File: src/rtl/timed_lift_level_sequencer_assert.svh
// ---------------------------------------------------------------------------
// Timed lift level sequencer assertion macros
// Shared concurrent check forms for the sequencer RTL.
// ---------------------------------------------------------------------------
`ifndef TIMED_LIFT_LEVEL_SEQUENCER_ASSERT_SVH
`define TIMED_LIFT_LEVEL_SEQUENCER_ASSERT_SVH

// same-cycle implication, held off during reset
`define TLLS_ASSERT_IMP(label, clk, rst_n, ante, cons) \
	label: assert property (@(posedge clk) disable iff (!rst_n) (ante) |-> (cons)) \
		else $error("tlls assertion failed");

// next-cycle implication, held off during reset
`define TLLS_ASSERT_NXT(label, clk, rst_n, ante, cons) \
	label: assert property (@(posedge clk) disable iff (!rst_n) (ante) |=> (cons)) \
		else $error("tlls assertion failed");

`endif

File: src/rtl/tlls_pkg.sv
// ---------------------------------------------------------------------------
// tlls_pkg
// Types, codes and constants of the timed lift level sequencer.
// ---------------------------------------------------------------------------
`default_nettype none

package tlls_pkg;

	localparam int NUM_LEVELS = 5;
	localparam int LEVEL_W    = 3;
	localparam int SEG_W      = 16;
	localparam int NUM_SEGS   = 4;
	localparam int TIME_W     = 32;
	localparam int DUR_W      = SEG_W + 2;
	localparam int CFG_IDX_W  = 4;

	localparam logic [LEVEL_W-1:0] TOP_LEVEL =
		LEVEL_W'((NUM_LEVELS - 1 > 7) ? 7 : NUM_LEVELS - 1);

	// register map
	localparam logic [CFG_IDX_W-1:0] CFG_UP_FIRST   = CFG_IDX_W'(0);
	localparam logic [CFG_IDX_W-1:0] CFG_UP_LAST    = CFG_IDX_W'(3);
	localparam logic [CFG_IDX_W-1:0] CFG_DOWN_FIRST = CFG_IDX_W'(4);
	localparam logic [CFG_IDX_W-1:0] CFG_DOWN_LAST  = CFG_IDX_W'(7);

	// drive codes
	localparam logic [1:0] DRIVE_HOLD    = 2'd0;
	localparam logic [1:0] DRIVE_UP      = 2'd1;
	localparam logic [1:0] DRIVE_DOWN    = 2'd2;
	localparam logic [1:0] DRIVE_RELEASE = 2'd3;

	typedef enum logic [1:0] {
		DIR_NONE = 2'd0,
		DIR_UP   = 2'd1,
		DIR_DOWN = 2'd2
	} dir_t;

	typedef logic [NUM_SEGS-1:0][SEG_W-1:0] seg_times_t;

	localparam seg_times_t SEG_RESET = {16'd735, 16'd590, 16'd400, 16'd250};

	typedef struct packed {
		logic [TIME_W-1:0]  now_ms;
		logic [LEVEL_W-1:0] requested_level;
		logic               enabled;
	} item_t;

	typedef struct packed {
		logic [1:0]         drive;
		logic               busy_res;
		logic [LEVEL_W-1:0] level_estimate;
	} result_t;

	typedef struct packed {
		logic [LEVEL_W-1:0] executed_target;
		logic [LEVEL_W-1:0] estimated_level;
		logic [LEVEL_W-1:0] active_target;
		logic [LEVEL_W-1:0] pending_target;
		logic               pending_valid;
		logic               moving;
		dir_t               direction;
		logic [TIME_W-1:0]  move_end_time;
	} seq_state_t;

endpackage

`default_nettype wire

File: src/rtl/tlls_cfg_regs.sv
// ---------------------------------------------------------------------------
// tlls_cfg_regs
// Up and down segment time registers with a plain write port.
// ---------------------------------------------------------------------------
`default_nettype none

module tlls_cfg_regs (
	input  wire logic                           clk,
	input  wire logic                           arst_n,
	input  wire logic                           cfg_we,
	input  wire logic [tlls_pkg::CFG_IDX_W-1:0] cfg_index,
	input  wire logic [tlls_pkg::SEG_W-1:0]     cfg_data,
	output tlls_pkg::seg_times_t                up_time,
	output tlls_pkg::seg_times_t                down_time
);
	import tlls_pkg::*;

	seg_times_t up_q;
	seg_times_t down_q;

	// indexes beyond the map are dropped
	always_ff @(posedge clk or negedge arst_n) begin
		if (!arst_n) begin
			up_q   <= SEG_RESET;
			down_q <= SEG_RESET;
		end else if (cfg_we) begin
			case (cfg_index) inside
				[CFG_UP_FIRST:CFG_UP_LAST]: begin
					up_q[cfg_index[1:0]] <= cfg_data;
				end
				[CFG_DOWN_FIRST:CFG_DOWN_LAST]: begin
					down_q[cfg_index[1:0]] <= cfg_data;
				end
				default: begin
				end
			endcase
		end
	end

	assign up_time   = up_q;
	assign down_time = down_q;

endmodule

`default_nettype wire

File: src/rtl/tlls_step.sv
// ---------------------------------------------------------------------------
// tlls_step
// Per-item next-state and result logic of the sequencer.
// ---------------------------------------------------------------------------
`default_nettype none

module tlls_step (
	input  wire tlls_pkg::item_t      item,
	input  wire tlls_pkg::seq_state_t cur,
	input  wire tlls_pkg::seg_times_t up_time,
	input  wire tlls_pkg::seg_times_t down_time,
	output tlls_pkg::seq_state_t      nxt,
	output tlls_pkg::result_t         result
);
	import tlls_pkg::*;

	logic [LEVEL_W-1:0] req;
	logic [LEVEL_W-1:0] tgt;
	logic [LEVEL_W-1:0] lo;
	logic [LEVEL_W-1:0] hi;
	logic               rising;
	logic               start;
	seg_times_t         segs;
	logic [DUR_W-1:0]   dur;
	logic [TIME_W-1:0]  diff;
	logic               started_move;
	seq_state_t         mid;

	assign req = (item.requested_level > TOP_LEVEL) ? TOP_LEVEL : item.requested_level;

	// target selection when idle: held request first, new request otherwise; while moving, a differing request is held
	always_comb begin
		mid = cur;
		if (cur.moving) begin
			if (req != cur.active_target) begin
				mid.pending_target = req;
				mid.pending_valid  = 1'b1;
			end
		end else if (cur.pending_valid) begin
			mid.active_target = cur.pending_target;
			mid.pending_valid = 1'b0;
		end else begin
			mid.active_target = req;
		end
	end

	assign tgt    = mid.active_target;
	assign start  = (tgt != cur.executed_target);
	assign rising = (tgt > cur.estimated_level);
	assign lo     = rising ? cur.estimated_level : tgt;
	assign hi     = rising ? tgt : cur.estimated_level;
	assign segs   = rising ? up_time : down_time;

	// segment i spans level i and i+1; levels above 4 have no segments
	always_comb begin
		dur = '0;
		for (int i = 0; i < NUM_SEGS; i++) begin
			if ((lo <= LEVEL_W'(i)) && (LEVEL_W'(i) < hi)) begin
				dur = dur + DUR_W'(segs[i[1:0]]);
			end
		end
	end

	assign diff = cur.move_end_time - item.now_ms;

	always_comb begin
		nxt          = mid;
		started_move = 1'b0;
		result.drive = DRIVE_HOLD;
		if (!item.enabled) begin
			nxt = cur;
		end else begin
			if (start) begin
				if (tgt != cur.estimated_level) begin
					nxt.direction = rising ? DIR_UP : DIR_DOWN;
					nxt.moving    = (dur != '0);
				end else begin
					nxt.direction = DIR_NONE;
					nxt.moving    = 1'b0;
				end
				started_move        = nxt.moving;
				if (nxt.moving) begin
					nxt.move_end_time = item.now_ms + TIME_W'(dur);
				end
				nxt.executed_target = tgt;
			end
			// a move just started has a positive span and cannot end here
			if (nxt.moving) begin
				if (!started_move && ((diff == '0) || diff[TIME_W-1])) begin
					nxt.moving          = 1'b0;
					nxt.estimated_level = nxt.executed_target;
					nxt.direction       = DIR_NONE;
				end else begin
					case (nxt.direction)
						DIR_UP:   result.drive = DRIVE_UP;
						DIR_DOWN: result.drive = DRIVE_DOWN;
						default:  result.drive = DRIVE_HOLD;
					endcase
				end
			end
		end
		if (!item.enabled) begin
			result.drive = DRIVE_RELEASE;
		end
		result.busy_res       = item.enabled & nxt.moving;
		result.level_estimate = nxt.estimated_level;
	end

endmodule

`default_nettype wire

File: src/rtl/timed_lift_level_sequencer.sv
// ---------------------------------------------------------------------------
// timed_lift_level_sequencer
// Open-loop lift level sequencer timed from a millisecond clock.
// ---------------------------------------------------------------------------
// Usage:
//  - req channel (req_valid/req_ready/req) carries one control tick: time,
//    requested level and enable. res channel returns one result per tick:
//    drive code, busy flag and the level estimate.
//  - A transfer on req lands in the input stage; the edge that moves it on
//    computes the result and updates the sequencer state together, so the
//    result register and the state register load at the same edge.
//  - Throughput is one tick per cycle while res_ready is high. The state loop
//    (target pick, a four-entry masked segment sum, end-time add and wrap
//    compare) is combinational; back-to-back ticks see each other's effects.
//  - When res_ready is low the result register holds; the input stage still
//    takes one more tick, after which req_ready drops until res drains.
//  - The user writes segment times through cfg_we/cfg_index/cfg_data only
//    while the block is idle; the block does not enforce it. Bad indexes are ignored.
//  - arst_n clears the sequencer state to level 0, not moving, and loads the
//    default segment times; both stages come up empty.
// ---------------------------------------------------------------------------
`default_nettype none

`include "timed_lift_level_sequencer_assert.svh"

module timed_lift_level_sequencer (
	input  wire logic                           clk,
	input  wire logic                           arst_n,
	input  wire logic                           req_valid,
	output logic                                req_ready,
	input  wire tlls_pkg::item_t                req,
	output logic                                res_valid,
	input  wire logic                           res_ready,
	output tlls_pkg::result_t                   res,
	input  wire logic                           cfg_we,
	input  wire logic [tlls_pkg::CFG_IDX_W-1:0] cfg_index,
	input  wire logic [tlls_pkg::SEG_W-1:0]     cfg_data
);
	import tlls_pkg::*;

	seg_times_t up_time;
	seg_times_t down_time;

	logic       valid_s1;
	item_t      item_s1;
	logic       valid_s2;
	result_t    res_s2;
	seq_state_t st_q;
	seq_state_t st_nxt;
	result_t    step_res;
	logic       advance;

	tlls_cfg_regs u_cfg (
		.clk       (clk),
		.arst_n    (arst_n),
		.cfg_we    (cfg_we),
		.cfg_index (cfg_index),
		.cfg_data  (cfg_data),
		.up_time   (up_time),
		.down_time (down_time)
	);

	tlls_step u_step (
		.item      (item_s1),
		.cur       (st_q),
		.up_time   (up_time),
		.down_time (down_time),
		.nxt       (st_nxt),
		.result    (step_res)
	);

	// tick moves into the result register when that slot is free or draining
	assign advance   = valid_s1 && (!valid_s2 || res_ready);
	assign req_ready = !valid_s1 || advance;

	always_ff @(posedge clk or negedge arst_n) begin
		if (!arst_n) begin
			valid_s1 <= 1'b0;
			valid_s2 <= 1'b0;
			st_q     <= '{default: '0, direction: DIR_NONE};
		end else begin
			if (req_valid && req_ready) begin
				valid_s1 <= 1'b1;
			end else if (advance) begin
				valid_s1 <= 1'b0;
			end
			if (advance) begin
				valid_s2 <= 1'b1;
				st_q     <= st_nxt;
			end else if (res_ready) begin
				valid_s2 <= 1'b0;
			end
		end
	end

	// payload, no reset
	always_ff @(posedge clk) begin
		if (req_valid && req_ready) begin
			item_s1 <= req;
		end
		if (advance) begin
			res_s2 <= step_res;
		end
	end

	assign res_valid = valid_s2;
	assign res       = res_s2;

	// a running move always has a direction
	`TLLS_ASSERT_IMP(a_move_has_dir, clk, arst_n, st_q.moving, st_q.direction != DIR_NONE)
	// busy results drive the motor up or down
	`TLLS_ASSERT_IMP(a_busy_drives, clk, arst_n, res_valid && res.busy_res,
		(res.drive == DRIVE_UP) || (res.drive == DRIVE_DOWN))
	// a disabled tick releases the drive
	`TLLS_ASSERT_NXT(a_disabled_release, clk, arst_n, advance && !item_s1.enabled,
		res.drive == DRIVE_RELEASE && !res.busy_res)
	// the estimate never leaves the level range
	`TLLS_ASSERT_IMP(a_level_range, clk, arst_n, 1'b1,
		(st_q.estimated_level <= TOP_LEVEL) && (st_q.active_target <= TOP_LEVEL))

endmodule

`default_nettype wire
File: config.mk
export PLATFORM = sky130hd
export DESIGN_NAME = timed_lift_level_sequencer
export DESIGN_NICKNAME = d
export VERILOG_FILES = /design/src/rtl/tlls_pkg.sv /design/src/rtl/tlls_cfg_regs.sv /design/src/rtl/tlls_step.sv /design/src/rtl/timed_lift_level_sequencer.sv
export VERILOG_INCLUDE_DIRS = /design/src /design/src/rtl
export SDC_FILE = /design/constraint.sdc
export NUM_CORES = 1
export LEC_CHECK = 0
export BUFFER_PORTS_ARGS = -buffer_cell sky130_fd_sc_hd__clkbuf_2
export CAP_MARGIN = 20
export CORE_MARGIN = 8
export CORE_UTILIZATION = 45
export DETAILED_ROUTE_END_ITERATION = 10
export PLACE_DENSITY = 0.62
export SYNTH_ARGS = -nofsm -noshare
export SYNTH_HDL_FRONTEND = slang
export SYNTH_SLANG_ARGS = --single-unit
File: constraint.sdc
create_clock -name clk -period 27.6 [get_ports clk]
set_input_delay 6.9 -clock clk [delete_from_list [all_inputs] [get_ports clk]]
set_output_delay 6.9 -clock clk [all_outputs]
set_load 0.1 [all_outputs]
# --- After elaboration in Yosys (flattened, before gate mapping) ---
# Index checks and enable logic that the tools add are counted.
totals:
  out_inout_bits: 8
  input_bits: 61
  reg_bits: 220
  wordCells: 120
classes:
  n_bitwise: 2
  n_eq_ne: 8
  reduce_logical: 26
  n_mux: 39
  add_sub_neg: 5
  n_lt_le_gt_ge: 16
op_table:
  columns: ["op", "n"]
  rows:
  - ["64-bit bitwise mux", 2]
  - ["35-bit 2-to-1 mux", 3]
  - ["64-bit 2-to-1 mux", 1]
  - ["18-bit 2-to-1 mux", 3]
  - ["3-bit 2-to-1 mux", 14]
  - ["18-bit by 16-bit adder with 18-bit output", 2]
  - ["32-bit by 18-bit adder with 32-bit output", 1]
  - ["16-bit demux with 2-bit select", 1]
  - ["32-bit zero test", 1]
  - ["16-bit 2-to-1 mux", 2]
  - ["32-bit 2-to-1 mux", 1]
  - ["32-bit subtractor", 1]
  - ["18-bit nonzero test", 1]
  - ["16-bit by 16-bit adder with 17-bit output", 1]
  - ["1-bit logical AND", 10]
  - ["3-bit != test", 3]
  - ["1-bit 2-to-1 mux", 8]
  - ["4-bit AND reduction", 2]
  - ["3-bit by 1-bit less-or-equal comparator with 1-bit output (second input constant)", 2]
  - ["3-bit by 2-bit less-or-equal comparator with 1-bit output (second input constant)", 2]
  - ["1-bit by 3-bit less-than comparator with 1-bit output (first input constant)", 2]
  - ["2-bit by 3-bit less-than comparator with 1-bit output (first input constant)", 2]
  - ["2-bit 2-to-1 mux", 3]
  - ["2-bit by 1-bit != test with 1-bit output (second input constant)", 3]
  - ["18 further kinds", 25]

# --- Depth between registers and ports, before layout ---
# Gate-level depths: netlist of run 1.
depth:
  depth_word: 27
  ltp_mapped: 52
  depth_no_buf: 47

# --- Modules after synthesis ---
# A second synthesis of run 1 with hierarchy kept.
unflattened:
  cells_unflattened: 1609
  hier_area_um2: 15936.5
modules_own_cells:
  columns: ["module", "cells_each", "area_per_inst_um2", "seq_area_each_um2", "instances"]
  rows:
  - ["tlls_step", 1175, 7801.2, 0.0, 1]
  - ["tlls_cfg_regs", 282, 4961.0, 3258.1, 1]
  - ["timed_lift_level_sequencer", 152, 3174.3, 2512.4, 1]

# --- Least setup slack after synthesis of run 1 ---
# OpenSTA, ideal clock, no wires.
synth_path:
  path_type: "input -> output"
  from: "input res_ready"
  to: "output req_ready"
  n_path_buf: 0
  slack_ns: 12.978
  cell_stages: 1
  t_arrival_ns: 7.722
  required_time_ns: 20.700
  cell_sequence: "nand3b_1"
synth_between:
  elab_chain_cells: 3
synth_rtl:
  columns: ["item", "line", "text"]
  rows:
  - ["start: declaration", "timed_lift_level_sequencer.sv:33", "input wire logic res_ready,"]
  - ["1-bit logical OR", "timed_lift_level_sequencer.sv:73", "assign advance = valid_s1 && (!valid_s2 || res_ready);"]
  - ["1-bit logical AND", "timed_lift_level_sequencer.sv:73", null]
  - ["1-bit logical OR", "timed_lift_level_sequencer.sv:74", "assign req_ready = !valid_s1 || advance;"]
  - ["end: declaration", "timed_lift_level_sequencer.sv:30", "output logic req_ready,"]
# Every way passes these cells.

# --- Final worst setup path of run 1 ---
# Ends and elaborated chain as after synthesis.

==> results of run 1 <==
-- placed cells by master (no fill, tap or decap), types with 10 or more instances in the layout --
master     netlist  routed
o21ai_0         66      66
o21bai_1        14      14
a21o_1          32      32
buf_4            0      12
mux2_4          30      30
and3_1          12      12
inv_1           82      82
nand3_1         22      22
clkbuf_2         0      67
a21oi_1         92      92
ha_1            97      97
a211oi_1        11      11
nand2_1        249     249
dfrtp_1        134     134
mux2i_1         22      22
a31oi_1         17      17
edfxtp_1        42      42
nand4_1         15      15
mux2_2         146     146
clkbuf_16        0      26
xor2_1          22      22
o21a_1          22      21
nor2b_1         20      20
o31ai_1         10      10
nand2b_1        19      19
nor3_1          32      32
dfstp_2         44      44
nor2_1          88      88
xnor2_1         58      58
-- Yosys cell counts (all sizes together), types with 6 or more instances --
library cell,number
o21bai,14
inv,85
nand3,24
nand2b,19
o21a,23
o211ai,8
a21boi,6
nor4,10
nand4,16
a22o,8
nand2,249
a21oi,95
a211oi,11
buf,11
a2111oi,8
nor2b,20
mux2,176
a41oi,6
clkbuf,36
o2111ai,6
ha,97
dfstp,44
mux2i,22
a31oi,18
or3,6
nor2,89
and3,12
o31a,6
nor3,33
o21ai,72
xnor2,58
o31ai,10
a21o,33
or2,9
dfrtp,134
edfxtp,42
nand3b,9
and2,10
xor2,22
-- stage by stage --
step	std cells	worst slack, ns	cell area, um^2	hold slack (ns)
finish	2159	13.11	17300	0.482
global route	2159	13.07	17300	0.509
detailed placement	2111	13.10	16400	0.474
floorplan	1623	12.98	15600	0.449
global placement	2111	13.13	16400	0.465
CTS	2159	13.10	17300	0.486
-- metal layers --
metal / GRT usage [%] / vias to the layer above / share of wire (%)
li1: - / 5977 / -
met5: 0 / - / 0
met3: 2.44 / 55 / 3.3
met4: 4.66 / 0 / 2.2
met2: 31.9 / 196 / 48
met1: 25.6 / 5976 / 47
-- path summary, 6_finish.rpt --
path,depth (start not counted),to
min in group asynchronous,1,st_q[35]
setup reg to reg,44,st_q[30]
setup / recovery,3,req_ready
hold / removal,2,st_q[32]
hold reg to reg,2,st_q[32]
max in group asynchronous,2,u_cfg.down_time[61]
-- flip-flops by register name, summed over array words and instances (netlist names) --
signal and cells:
u_cfg.down_time 64, st_q 48, valid_s1 1, item_s1 36, u_cfg.up_time 64, res_valid 1, res 6
-- cells by family (layout without fill, tap and decap cells) --
kind of cell,Yosys count,count (layout),share of synthesized area [%]
AO/OA/AOI/OAI,365,365,16.1
XOR/XNOR,80,80,4.48
adder cells (fa/ha/maj),103,103,8.46
buffers and inverters,132,213,3.55
flip-flops,220,220,36.9
multiplexers,198,198,14.8
AND/OR/NAND/NOR,525,525,15.7
-- worst max-delay path, cell delays in order --
cell	delay, ns
clkbuf_2	0.08
nand3b_1	0.14
clkbuf_2	0.47
-- cell type report --
class / instances / area, um^2 / share of cell area (%)
Clock inverter: 15 / 133 / 0.767
Clock buffer: 33 / 707 / 4.09
Inverter: 85 / 319 / 1.85
Timing Repair Buffer: 80 / 437 / 2.53
Tap cell: 455 / 569 / 3.29
Sequential cell: 220 / 5770 / 33.4
Multi-Input combinational cell: 1271 / 9350 / 54.1
==> summary.txt, run 1 <==
Global route
  • Vias in the first global route: 12111
  • Gr usage total: 18.9%
  • Global-route wire length before repair: 64000 um
  • Largest net degree at the start of global routing: 78
  • Initial antenna violation count: 0
  • Total grt overflow: 0

Finish
  • Number of fill cells: 3244
  • Final Core Density: 50.3%
  • Antenna cells: 0
  • Share of cells above drive strength 1: 22.3%
  • # nets final: 1847
  • Area growth, synth to finish: 10.5%

Outcome
  • Status: complete, no violations

Placement
  • Final HPWL DP: 29100 um
  • # port buffers: 68
  • RD Place Congestion: 0.919

Route
  • Via-to-Cell Ratio: 5.65
  • ANT nets after route: 0
  • Total number of vias: 12204
  • WL final: 39500 um
  • First-pass DRT Iterations: 5
  • DRC violations left: 0
  • DR WL/cell: 18.3 um
  • Initial drt markers: 547

Synth
  • Ys async rst share: 80.9%
  • Post-synth cell types: 97
  • EDFF count, synth: 42
  • Ys flop type: dfrtp_1
  • Synthesized flop and latch total: 220
  • Cell taking the most area after synthesis: dfrtp_1
  • Register area share after synthesis: 36.9%
  • Gate Count Post-Synth: 1623
  • Synth top area share: 21.4%
  • Mean Syn Cell Area: 9.64 um^2
  • Mapped Area: 15600 um^2
  • Top post-synthesis cells by area: dfrtp_1 21%, mux2_2 11%, edfxtp_1 8.1%, ha_1 7.8%, dfstp_2 7.4%
  • Synth Warn #: 0
  • Syn_nets: 1786

CTS
  • Worst skew pair latency: 0.57 ns
  • CTS tree: yes
  • Post-CTS Setup Inserts: 0
  • CTS H-tree lvls: 1
  • CTS Buf Count: 26
  • CTS Hold Buffers Added: 0
  • Root Buffer: clkbuf_16
  • CTS Sinks: 220
  • Max Root-Sink Buffers: 3
  • Clock slew at reported path FFs: 0.05 ns
  • Resized Gates After CTS: 0

Die
  • Ports: 69
  • CORE AREA: 34400 um^2
  • # rows: 68
  • Starting Density: 45.5%
  • Die ar.: 41000 um^2
  • Die height: 202 um
  • Die X-Extent: 202 um

Timing
  • Setup Skew: 0.0286 ns
  • Slew @ Worst Pin: 1.06 ns
  • Setup Viol. Count Final: 0
  • Setup TNS: 0 ns
  • F_max: 69.0 MHz
  • Tcrit/Tclk final: 52.5%
  • Max_slew headroom: 28.9%
  • Final Hold Viols: 0
  • Fin crit period: 14.49 ns
  • Unrepaired setup endpoints after global routing: false
  • Max Transition Viols Final: 0

Worst setup path
  • Setup slack, reg-to-reg: 15.38 ns
  • Startpoint types: input port
  • Crit path launch: res_ready
  • WS Path Type: input port to output port
  • Worst r2r src: item_s1[3]
  • CP Max Fanout: 3
  • Critical path required time: 20.70 ns
  • CP endpoint kind: output port
  • Worst Path Arrival: 7.59 ns

Run
  • Max-Cap Viols: 0

Hold path
  • Hold Startpoint: st_q[32]
  • Hold Crit Class: flip-flop to flip-flop
Power of run 1 is left out: the tool's default activity adds up to more than one toggle a clock period on the data nets, which glitch-free logic cannot reach.
==> inputs of run 2 (changes only) <==
Clock period 27.6 ns to 14.5 ns, I/O delays scaled along.
==> run 2 against run 1 <==
Effect of this change:
- sequential share of layout area about the same
- clock skew down 0.017 ns
- non-clock buffer count unchanged
- wire length up 1.8%
- utilization about the same
- worst hold slack better by 0.011 ns
- first-iteration DRC count up 43%
- global-route usage up 0.36 points
- critical path depth up 41
- final area about the same
- sequential cell count unchanged
- highest routed layer unchanged
==> summary.txt, run 2 (synthesis results as in run 1) <==
Placement
  • Final HPWL DP: 29700 um (+1.9%)
  • Dpl cells: 2110 (-0.047%)
  • RD Place Congestion: 0.894 (-2.7%)
  • Placed cell area: 16400 um^2 (unchanged)
  • # port buffers: 68 (unchanged)

Timing
  • Max_slew headroom: 35.3% (+6.4 points)
  • Setup Skew: 0.0111 ns (-0.0174 ns)
  • Setup Viol. Count Final: 0 (unchanged)
  • Final Hold Viols: 0 (unchanged)
  • F_max: 85.8 MHz
  • Tcrit/Tclk final: 80.4%
  • Slew @ Worst Pin: 0.967 ns (-0.0954 ns)
  • Fin crit period: 11.66 ns
  • Max Transition Viols Final: 0 (unchanged)
  • Unrepaired setup endpoints after global routing: false
  • Setup TNS: 0 ns (unchanged)

Finish
  • Most frequent cells in the layout: 249 x nand2_1, 146 x mux2_2, 134 x dfrtp_1
  • Commonest non-fill, non-tap cell in the layout: nand2_1
  • Share of cells above drive strength 1: 22.0% (-0.28 points)
  • # nets final: 1847 (unchanged)
  • Fin cells: 2158 (-0.046%)
  • Design area: 17300 um^2 (about the same)
  • Area growth, synth to finish: 10.6% (about the same)
  • Antenna cells: 0 (unchanged)

Hold path
  • Hold Crit Class: flip-flop to flip-flop

Route
  • ANT nets after route: 0 (unchanged)
  • DRC violations left: 0 (unchanged)
  • Total number of vias: 12335 (+1.1%)
  • Initial drt markers: 780 (+43%)
  • Via-to-Cell Ratio: 5.72 (+1.1%)
  • WL final: 40200 um (+1.8%)
  • DR WL/cell: 18.6 um (+1.8%)
  • First-pass DRT Iterations: 7 (+2)

CTS
  • CTS Hold Buffers Added: 0 (unchanged)
  • Max Root-Sink Buffers: 3 (unchanged)
  • CTS tree: yes
  • Worst skew pair latency: 0.56 ns (about the same)
  • CTS Buf Count: 26 (unchanged)
  • Clock slew at reported path FFs: 0.06 ns (about the same)
  • Root Buffer: clkbuf_16
  • Resized Gates After CTS: 0 (unchanged)
  • CTS H-tree lvls: 1 (unchanged)
  • CTS Sinks: 220 (unchanged)
  • Post-CTS Setup Inserts: 0 (unchanged)

Die
  • CORE AREA: 34400 um^2 (unchanged)
  • Die X-Extent: 202 um (unchanged)
  • # rows: 68 (unchanged)
  • Ports: 69 (unchanged)
  • Die ar.: 41000 um^2 (unchanged)
  • Starting Density: 45.5% (unchanged)
  • Die height: 202 um (unchanged)

Global route
  • Largest net degree at the start of global routing: 96 (+23%)
  • Initial antenna violation count: 0 (unchanged)
  • Total grt overflow: 0 (unchanged)
  • Global-route wire length before repair: 65100 um (+1.7%)
  • Vias in the first global route: 12188 (+0.64%)
  • Gr usage total: 19.3% (+0.36 points)

Worst setup path
  • Slowest stage delay, CP: 0.72 ns (+0.25 ns)
  • CP Max Fanout: 50 (+47)
  • Startpoint types: flip-flop
  • Crit-path most repeated cell: a21oi_1
  • CP endpoint kind: flip-flop
  • Worst Path Arrival: 12.10 ns (+4.51 ns)
  • WS Path Type: flip-flop to flip-flop
  • Crit-path slowest cell: a21oi_1
  • Critical path required time: 14.94 ns (-5.76 ns)

Outcome
  • Status: complete, no violations

Run
  • Max-Cap Viols: 0 (unchanged)
[run 2: cell count changes in the layout (fill, tap and decap cells not counted), sizes merged]
| cell | before | now |
|---|---|---|
| clkbuf | 100 | 104 |
| clkinv | 13 | 7 |
| clkinvlp | 0 | 1 |
[run 2: critical path, delay by kind of cell (launching register included)]
family,cells,cell delay [ns]
xor+xnor,4,0.61
compound gates,22,5.92
buf+inv,2,0.64
mux,1,0.27
fa+ha+maj,5,1.74
flops,1,0.47
simple gates,10,1.85
[run 2: layout make-up]
cell class / instances / area (um^2)
fill: 3180 / 17100
multi-input combinational: 1271 / 9350
sequential: 220 / 5770
clock buffer: 37 / 722
tap: 455 / 569
timing repair buffer: 80 / 464
inverter: 85 / 319
clock inverter: 10 / 106
[run 2: path summary, 6_finish.rpt]
kind	slack [ns]	endpoint	cells after the start	from
min in group asynchronous	3.15	st_q[23]	1	arst_n
hold / removal	0.49	st_q[33]	2	st_q[33]
hold reg to reg	0.49	st_q[33]	2	st_q[33]
setup reg to reg	2.84	st_q[22]	44	item_s1[3]
setup / recovery	2.84	st_q[22]	44	item_s1[3]
max in group asynchronous	10.01	u_cfg.down_time[23]	3	arst_n
[run 2: per-layer routing]
metal	GRT usage [%]	share of wire, %	wire length [um]
met5	0	0	0
met4	5.00	2.4	950
met3	2.58	3.7	1470
met2	32.8	48	19200
met1	25.6	46	18500
[run 2: metrics by stage]
step	hold slack [ns]	setup slack, ns	util, %
2_1_floorplan	0.449	4.15	-
3_3_place_gp	0.458	3.31	47.8
3_5_place_dp	0.473	2.91	47.8
4_1_cts	0.488	2.88	50.3
5_1_grt	0.509	2.00	50.3
6_report	0.493	2.84	50.3
Power of run 2 is left out for the same reason.
